File: config.mk
export PLATFORM = sky130hd
export DESIGN_NAME = odct_ram
export DESIGN_NICKNAME = d
export VERILOG_FILES = /design/src/hw/rtl/odct_ram.sv
export SDC_FILE = /design/constraint.sdc
export NUM_CORES = 1
export LEC_CHECK = 0
export BUFFER_PORTS_ARGS = -buffer_cell sky130_fd_sc_hd__buf_2
export CORE_AREA = 2 2 217 380
export CTS_CLUSTER_SIZE = 12
export DETAILED_ROUTE_END_ITERATION = 10
export DIE_AREA = 0 0 219 382
export GPL_TIMING_DRIVEN = 0
export PLACE_DENSITY_LB_ADDON = 0.25
export SYNTH_ARGS = -nofsm -noshare
export SYNTH_HDL_FRONTEND = slang
export SYNTH_SLANG_ARGS = --single-unit
export TNS_END_PERCENT = 100
File: constraint.sdc
create_clock -name clk -period 2.8 [get_ports clk]
set_input_delay 0.56 -clock clk [delete_from_list [all_inputs] [get_ports clk]]
set_output_delay 0.56 -clock clk [all_outputs]
set_load 0.02 [all_outputs]
File: src/hw/rtl/odct_ram.sv
// generic single write port, single read port ram with registered read
`default_nettype none

module odct_ram #(
  parameter int WIDTH = 16,
  parameter int DEPTH = 64
) (
  input  wire logic                     clk,
  input  wire logic                     we,
  input  wire logic [$clog2(DEPTH)-1:0] waddr,
  input  wire logic [WIDTH-1:0]         wdata,
  input  wire logic [$clog2(DEPTH)-1:0] raddr,
  output logic      [WIDTH-1:0]         rdata
);

  logic [WIDTH-1:0] mem [DEPTH];

  always_ff @(posedge clk) begin
    if (we) begin
      mem[waddr] <= wdata;
    end
    rdata <= mem[raddr];
  end

endmodule

`default_nettype wire

==> results.sh, run 1 <==
export IMPL_critical_path_reg2reg_startpoint="mem[63][9]$_DFFE_PP_"
export IMPL_critPathLaunchType="input port"
export IMPL_p_per_area_mw_per_mm2=688
export IMPL_crit_chain="buf_2 > buf_2 > buf_4 > buf_2 > mux2_2 > a221oi_1 > a311oi_1"
export IMPL_timing_max_cap_violations=0
export IMPL_grt_antenna_before_repair=3
export IMPL_floorplan_rows=138
export IMPL_postSynthAreaPerCell_sq_um=21.9
export IMPL_clock_latency_ns=0.69
export IMPL_required_time_at_the_endpoint_of_the_critical_path_ns=3.30
export IMPL_cts_inserted_buffers=98
export IMPL_cts_root_buffer_cell="sky130_fd_sc_hd__clkbuf_16"
export IMPL_critical_path_depth=7
export IMPL_detailroute_via_count=19458
export IMPL_post_cts_setup_inserts=0
export IMPL_maxClockFrequency_mhz=341
export IMPL_initial_core_util_pct=49.8
export IMPL_drtAntennaViolNets=0
export IMPL_gpl_final_weighted_congestion=0.917
export IMPL_residual_drc_count=0
export IMPL_post_synth_edffs=1024
export IMPL_avgViaCountPerCell=6.25
export IMPL_multiInputGateArea_sq_mm=0.00845
export IMPL_crit_arrival_ns=3.42
export IMPL_final_nets=2053
export IMPL_worst_slew_pin_transition_ns=1.45
export IMPL_leakage_nw=14.3
export IMPL_crit_path_max_fanout=10
export IMPL_hold_worst_slack_ns=0.333
export IMPL_run_status="finished with violations"
export IMPL_timing_max_transition_violations_final=0
export IMPL_critical_path_buf_inv_count=4
export IMPL_fin_util_pct=56.5
export IMPL_netlist_area_leader_share_pct=76.8
export IMPL_yosys_warnings=0
export IMPL_power_ir_vdd_worst_mv=0.454
export IMPL_crit_slowest_cell="sky130_fd_sc_hd__a221oi_1"
export IMPL_layout_area_overhead_vs_synth_pct=13.5
export IMPL_n_fill_cell=5934
export IMPL_htree_num_levels=3
export IMPL_dr_first_iter_drc_count=2132
export IMPL_synth_cells=1829
export IMPL_synthDominantAreaCellType="sky130_fd_sc_hd__edfxtp_1"
export IMPL_floorplan_die_area_sq_mm=0.0837
export IMPL_relSlewSlack_pct=3.44
export IMPL_endpoint_kind="flop"
export IMPL_drt_pass1_iterations=5
export IMPL_numPlacedInstances=2970
export IMPL_worst_setup_path_startpoint="raddr[1]"
export IMPL_layout_min_cycle_time_ns=2.93
export IMPL_fin_crit_sh_pct=105
export IMPL_post_synth_top_count_cell="sky130_fd_sc_hd__edfxtp_1"
export IMPL_area_sequential_sq_mm=0.0311
export IMPL_register_to_register_path_depth=4
export IMPL_chipHeight_um=382
export IMPL_critPathKind="in -> reg"
export IMPL_die_w_um=219
export IMPL_tritoncts="built"
export IMPL_routed_wl_mm=103
export IMPL_ys_top_cells_by_count="1024 x sky130_fd_sc_hd__edfxtp_1, 220 x sky130_fd_sc_hd__mux4_2, 85 x sky130_fd_sc_hd__mux2i_1"
export IMPL_synth_area_leaders="sky130_fd_sc_hd__edfxtp_1 77%, sky130_fd_sc_hd__mux4_2 12%, sky130_fd_sc_hd__mux2i_1 2.1%"
export IMPL_clock_pin_slew_worst_setup_and_hold_paths_ns=0.06
export IMPL_grt_start_max_net_pins=65
export IMPL_grt_setup_unrepaired="no"
export IMPL_setup_violations_final=3
export IMPL_postSynthRegisterBits=1040
export IMPL_grt_util_all_layers_pct=25.3
export IMPL_number_of_sinks_handled_by_clock_tree_synthesis=1040
export IMPL_holdBufCountCts=0
export IMPL_min_delay_path_depth=1
export IMPL_fin_worst_skew_ns=0.0301
export IMPL_holdCritPathClass="in -> reg"
export IMPL_total_power_w=0.0313
export IMPL_violations_in_the_final_reports="negative setup slack"
export IMPL_globalRoute_totalOverflow=0
export IMPL_clock_path_buffers=3
export IMPL_ys_types=43
export IMPL_first_global_vias=20227
export IMPL_number_of_failing_hold_endpoints_at_the_final_stage=0
export IMPL_dp_hpwl_mm=68.7
export IMPL_share_of_final_layout_standard_cells_stronger_than_drive_strength_1_pct=29.4
export IMPL_crit_path_max_incr_delay_ns=1.04
export IMPL_crit_top_cell="sky130_fd_sc_hd__buf_2"
export IMPL_hold_path_startpoint="wdata[10]"
export IMPL_wl_per_cell_um=33.1
export IMPL_syn_nets=1859
export IMPL_global_route_wire_length_before_repair_mm=146
export IMPL_timing_final_ws_setup_ns=-0.129
export IMPL_proportion_of_synthesized_flip_flops_having_asynchronous_set_or_reset_pct=0
export IMPL_coreArea_sq_mm=0.0805
export IMPL_final_instance_count_excl_fill=3111
export IMPL_portBuffers=38
export IMPL_mappedNetlistArea_sq_mm=0.0400
export IMPL_synth_seq_area_share_pct=77.6
export IMPL_category_of_cells_accounting_for_the_largest_share_of_critical_path_delay="buffers and inverters"
export IMPL_io_pins=46
export IMPL_synthFlopType="sky130_fd_sc_hd__edfxtp_1"
## state kept, by name, summed over array words and instances, names as in the netlist
name,cells
mem,1024
rdata,16
## layer usage
| metal | global-route usage [%] | share of wire (%) | routed length [um] |
|---|---|---|---|
| met3 | 4.07 | 6.7 | 6920 |
| met1 | 29.8 | 34 | 35400 |
| met2 | 42.9 | 52 | 53100 |
| met4 | 16.5 | 7.3 | 7520 |
| met5 | 0 | 0.022 | 23 |
## stage by stage
step	worst slack, ns	area [sq um]	setup TNS [ns]
2_1_floorplan	0.205	40000	0
6_report	-0.129	45400	-0.197
5_1_grt	0.00631	45400	0
4_1_cts	0.0343	45400	0
3_3_place_gp	-1.20	41500	-535.64
3_5_place_dp	-0.884	42500	-65.66
## worst paths after layout
| check | slack (ns) | end |
|---|---|---|
| max reg2reg | 0.26 | rdata[9]$_DFF_P_ |
| min | 0.33 | mem[22][10]$_DFFE_PP_ |
| max | -0.13 | rdata[9]$_DFF_P_ |
| min reg2reg | 1.00 | rdata[13]$_DFF_P_ |
## cell families after synthesis
kind of cell | Yosys count | share of synthesized area [%]
flops | 1040 | 77.6
mux | 336 | 15.5
simple gates | 220 | 2.65
compound gates | 129 | 2.41
buf+inv | 104 | 1.83
## power by group
group	internal, W	switching (W)
combinational	0.000614	0.00120
sequential	0.0172	0.0000307
clock	0.00680	0.00539
total	0.0246	0.00662
## cell usage in the layout, fill, tap and decap left out, types with 3 or more instances in the layout
cell,n
sky130_fd_sc_hd__buf_8,49
sky130_fd_sc_hd__a22o_1,6
sky130_fd_sc_hd__and4_1,5
sky130_fd_sc_hd__nand2_1,59
sky130_fd_sc_hd__buf_12,8
sky130_fd_sc_hd__dfxtp_1,16
sky130_fd_sc_hd__a221oi_1,9
sky130_fd_sc_hd__mux4_2,220
sky130_fd_sc_hd__nand2b_1,3
sky130_fd_sc_hd__nand3_1,24
sky130_fd_sc_hd__nand4_1,12
sky130_fd_sc_hd__a211o_1,8
sky130_fd_sc_hd__edfxtp_1,1024
sky130_fd_sc_hd__o21ai_0,5
sky130_fd_sc_hd__buf_16,4
sky130_fd_sc_hd__buf_2,68
sky130_fd_sc_hd__a41oi_1,5
sky130_fd_sc_hd__mux4_1,4
sky130_fd_sc_hd__a22oi_1,39
sky130_fd_sc_hd__mux2i_1,83
sky130_fd_sc_hd__clkbuf_1,52
sky130_fd_sc_hd__buf_6,19
sky130_fd_sc_hd__a311oi_1,8
sky130_fd_sc_hd__nor2b_1,30
sky130_fd_sc_hd__a221o_1,6
sky130_fd_sc_hd__nor2_2,63
sky130_fd_sc_hd__mux2_2,27
sky130_fd_sc_hd__nor4_2,3
sky130_fd_sc_hd__o21ai_1,3
sky130_fd_sc_hd__a21oi_1,17
sky130_fd_sc_hd__buf_1,3
sky130_fd_sc_hd__nor2_1,11
sky130_fd_sc_hd__buf_4,20
sky130_fd_sc_hd__a211oi_1,8
sky130_fd_sc_hd__clkbuf_16,103
sky130_fd_sc_hd__a31oi_1,8
sky130_fd_sc_hd__a221oi_2,7
## layout make-up
class                      instances  share of cell area (%)
antenna                            1                 0.00551
buffer                           104                    1.62
tap                             1050                    2.89
clock buffer                     132                    5.93
clock inverter                     5                   0.179
timing repair buffer              94                    2.40
multi-input combinational        685                    18.6
sequential                      1040                    68.4
## what timing repair did
action,in CTS,in global routing
resized for setup,10,2
setup endpoints to repair,24,2
gates cloned,0,0
pin swaps,0,0
No activity file was read; power rests on OpenSTA's default activity.
==> inputs of run 2 (changes only) <==
==> constraint.sdc (replaced) <==
create_clock -name clk -period 3.3 [get_ports clk]
set_input_delay 0.66 -clock clk [delete_from_list [all_inputs] [get_ports clk]]
set_output_delay 0.66 -clock clk [all_outputs]
set_load 0.02 [all_outputs]
==> results.sh, run 2 (synthesized netlist as in run 1, its figures left out) <==
export IMPL_setup_violations_final=0
export IMPL_first_global_vias=20243
export IMPL_n_fill_cell=5943
export IMPL_routed_wl_met2_mm=53.2
export IMPL_power_ir_vdd_worst_mv=0.388
export IMPL_crit_path_max_fanout=10
export IMPL_number_of_sinks_handled_by_clock_tree_synthesis=1040
export IMPL_initial_core_util_pct=49.8
export IMPL_clock_power_share_pct=39.0
export IMPL_registers_top_by_ff_count="mem"
export IMPL_dr_first_iter_drc_count=2184
export IMPL_floorplan_rows=138
export IMPL_power_share_sequential_pct=55.3
export IMPL_crit_arrival_ns=3.73
export IMPL_holdBufCountCts=0
export IMPL_p_per_area_mw_per_mm2=584
export IMPL_coreArea_sq_mm=0.0805
export IMPL_number_of_failing_hold_endpoints_at_the_final_stage=0
export IMPL_layout_area_overhead_vs_synth_pct=13.4
export IMPL_chipHeight_um=382
export IMPL_combinationalPowerShare_pct=5.8
export IMPL_layout_min_cycle_time_ns=3.24
export IMPL_power_report_internal_total_w=0.0209
export IMPL_clock_path_buffers=3
export IMPL_timing_max_transition_violations_final=1
export IMPL_postCtsResizedCells=0
export IMPL_critPathLaunchType="input port"
export IMPL_power_switching_w=0.00560
export IMPL_leakage_nw=14.3
export IMPL_final_common_cell="sky130_fd_sc_hd__edfxtp_1"
export IMPL_relSlewSlack_pct=-0.327
export IMPL_final_nets=2053
export IMPL_global_route_wire_length_before_repair_mm=146
export IMPL_swShare_pct=21.1
export IMPL_total_power_w=0.0265
export IMPL_fin_worst_skew_ns=0.0379
export IMPL_timing_max_cap_violations=0
export IMPL_maxClockFrequency_mhz=309
export IMPL_required_time_at_the_endpoint_of_the_critical_path_ns=3.79
export IMPL_dp_hpwl_mm=68.7
export IMPL_holdCritPathClass="in -> reg"
export IMPL_drt_pass1_iterations=5
export IMPL_cts_inserted_buffers=98
export IMPL_grt_start_max_net_pins=65
export IMPL_grt_antenna_before_repair=1
export IMPL_clock_pin_slew_worst_setup_and_hold_paths_ns=0.07
export IMPL_commonest_non_fill_non_tap_cells_in_the_layout="1024 x sky130_fd_sc_hd__edfxtp_1, 220 x sky130_fd_sc_hd__mux4_2, 103 x sky130_fd_sc_hd__clkbuf_16"
export IMPL_residual_drc_count=0
export IMPL_fin_crit_sh_pct=98.1
export IMPL_routed_wl_mm=103
export IMPL_detailroute_via_count=19519
export IMPL_route_layer_met1_wl_mm=35.6
export IMPL_drtAntennaViolNets=0
export IMPL_portBuffers=38
export IMPL_critPathKind="in -> reg"
export IMPL_largest_register_ffs=1024
export IMPL_violations_in_the_final_reports="max-slew violations"
export IMPL_wl_per_cell_um=33.1
export IMPL_grt_setup_unrepaired="no"
export IMPL_highest_signal_layer="met4"
export IMPL_globalRoute_totalOverflow=0
export IMPL_cts_root_buffer_cell="sky130_fd_sc_hd__clkbuf_16"
export IMPL_detailedPlace_worstSlack_ns=-0.484
export IMPL_die_w_um=219
export IMPL_run_status="finished with violations"
export IMPL_totalNegativeSetupSlack_ns=0
export IMPL_worst_slew_pin_transition_ns=1.50
export IMPL_timing_final_ws_setup_ns=0.0625
export IMPL_post_cts_setup_inserts=0
export IMPL_floorplan_die_area_sq_mm=0.0837
export IMPL_tritoncts="built"
export IMPL_avgViaCountPerCell=6.27
export IMPL_clock_latency_ns=0.70
export IMPL_grt_util_all_layers_pct=25.3
export IMPL_share_of_final_layout_standard_cells_stronger_than_drive_strength_1_pct=28.9
export IMPL_htree_num_levels=3
export IMPL_gpl_final_weighted_congestion=0.917
export IMPL_endpoint_kind="flop"
export IMPL_met3_wl_post_dr_mm=6.72
export IMPL_io_pins=46
export IMPL_reg_largest_list="mem: 1024 flops, rdata: 16 flops"
==> run 2: cell types whose count changed in the layout (fill, tap and decap cells not counted) <==
cell                       change
sky130_fd_sc_hd__buf_4         -2
sky130_fd_sc_hd__a221oi_2      -7
sky130_fd_sc_hd__a221oi_1      +7
sky130_fd_sc_hd__mux2i_2       -2
sky130_fd_sc_hd__diode_2       +2
sky130_fd_sc_hd__mux2i_1       +2
sky130_fd_sc_hd__buf_2         +2
==> run 2: metal layers <==
| layer | up-vias | track usage [%] |
|---|---|---|
| li1 | 8013 | - |
| met1 | 10366 | 29.7 |
| met2 | 894 | 42.8 |
| met3 | 246 | 4.09 |
| met4 | 0 | 16.7 |
| met5 | - | 0 |
==> run 2: layout make-up <==
cell class	instances	area (sq um)	area share (%)
flip-flops and latches	1040	31100	68.4
multi-input cells	685	8400	18.5
clock buffers	132	2700	5.94
well taps	1050	1310	2.89
repair buffers	94	1090	2.40
plain buffers	104	733	1.62
clock inverters	5	81.3	0.179
diodes	3	7.51	0.0165
==> run 2: stage by stage <==
| stage | hold WS (ns) | util [%] | area [sq um] | std cells |
|---|---|---|---|---|
| floorplan | 0.750 | - | 40000 | 1829 |
| global placement | 0.984 | 51.6 | 41500 | 2917 |
| detailed placement | 0.992 | 52.9 | 42500 | 2970 |
| CTS | 0.595 | 56.3 | 45300 | 3107 |
| global route | 0.440 | 56.4 | 45400 | 3110 |
| finish | 0.428 | 56.4 | 45400 | 3113 |
==> run 2: worst max-delay path, cell delays in order <==
cell,delay (ns)
sky130_fd_sc_hd__buf_2,0.30
sky130_fd_sc_hd__clkbuf_1,0.62
sky130_fd_sc_hd__mux4_2,0.44
sky130_fd_sc_hd__mux2_2,0.29
sky130_fd_sc_hd__a221oi_1,1.22
sky130_fd_sc_hd__a311oi_1,0.18
==> run 2: final timing paths <==
path | depth (start not counted) | to | startpoint | slack, ns
worst max-delay path | 6 | rdata[4]$_DFF_P_ | raddr[2] | 0.06
worst min register to register | 3 | rdata[13]$_DFF_P_ | mem[33][13]$_DFFE_PP_ | 1.00
worst min-delay path | 1 | mem[22][10]$_DFFE_PP_ | wdata[10] | 0.43
worst max register to register | 4 | rdata[4]$_DFF_P_ | mem[62][4]$_DFFE_PP_ | 0.55
==> run 2: power by group through the flow <==
stage	Sequential (W)	Combinational [W]	Clock, W
after floorplan	0.0150	0.000757	0
after global placement	0.0149	0.00147	0
after detailed placement	0.0149	0.00152	0
after CTS	0.0147	0.00152	0.0105
after global routing	0.0147	0.00159	0.0109
final	0.0147	0.00153	0.0103
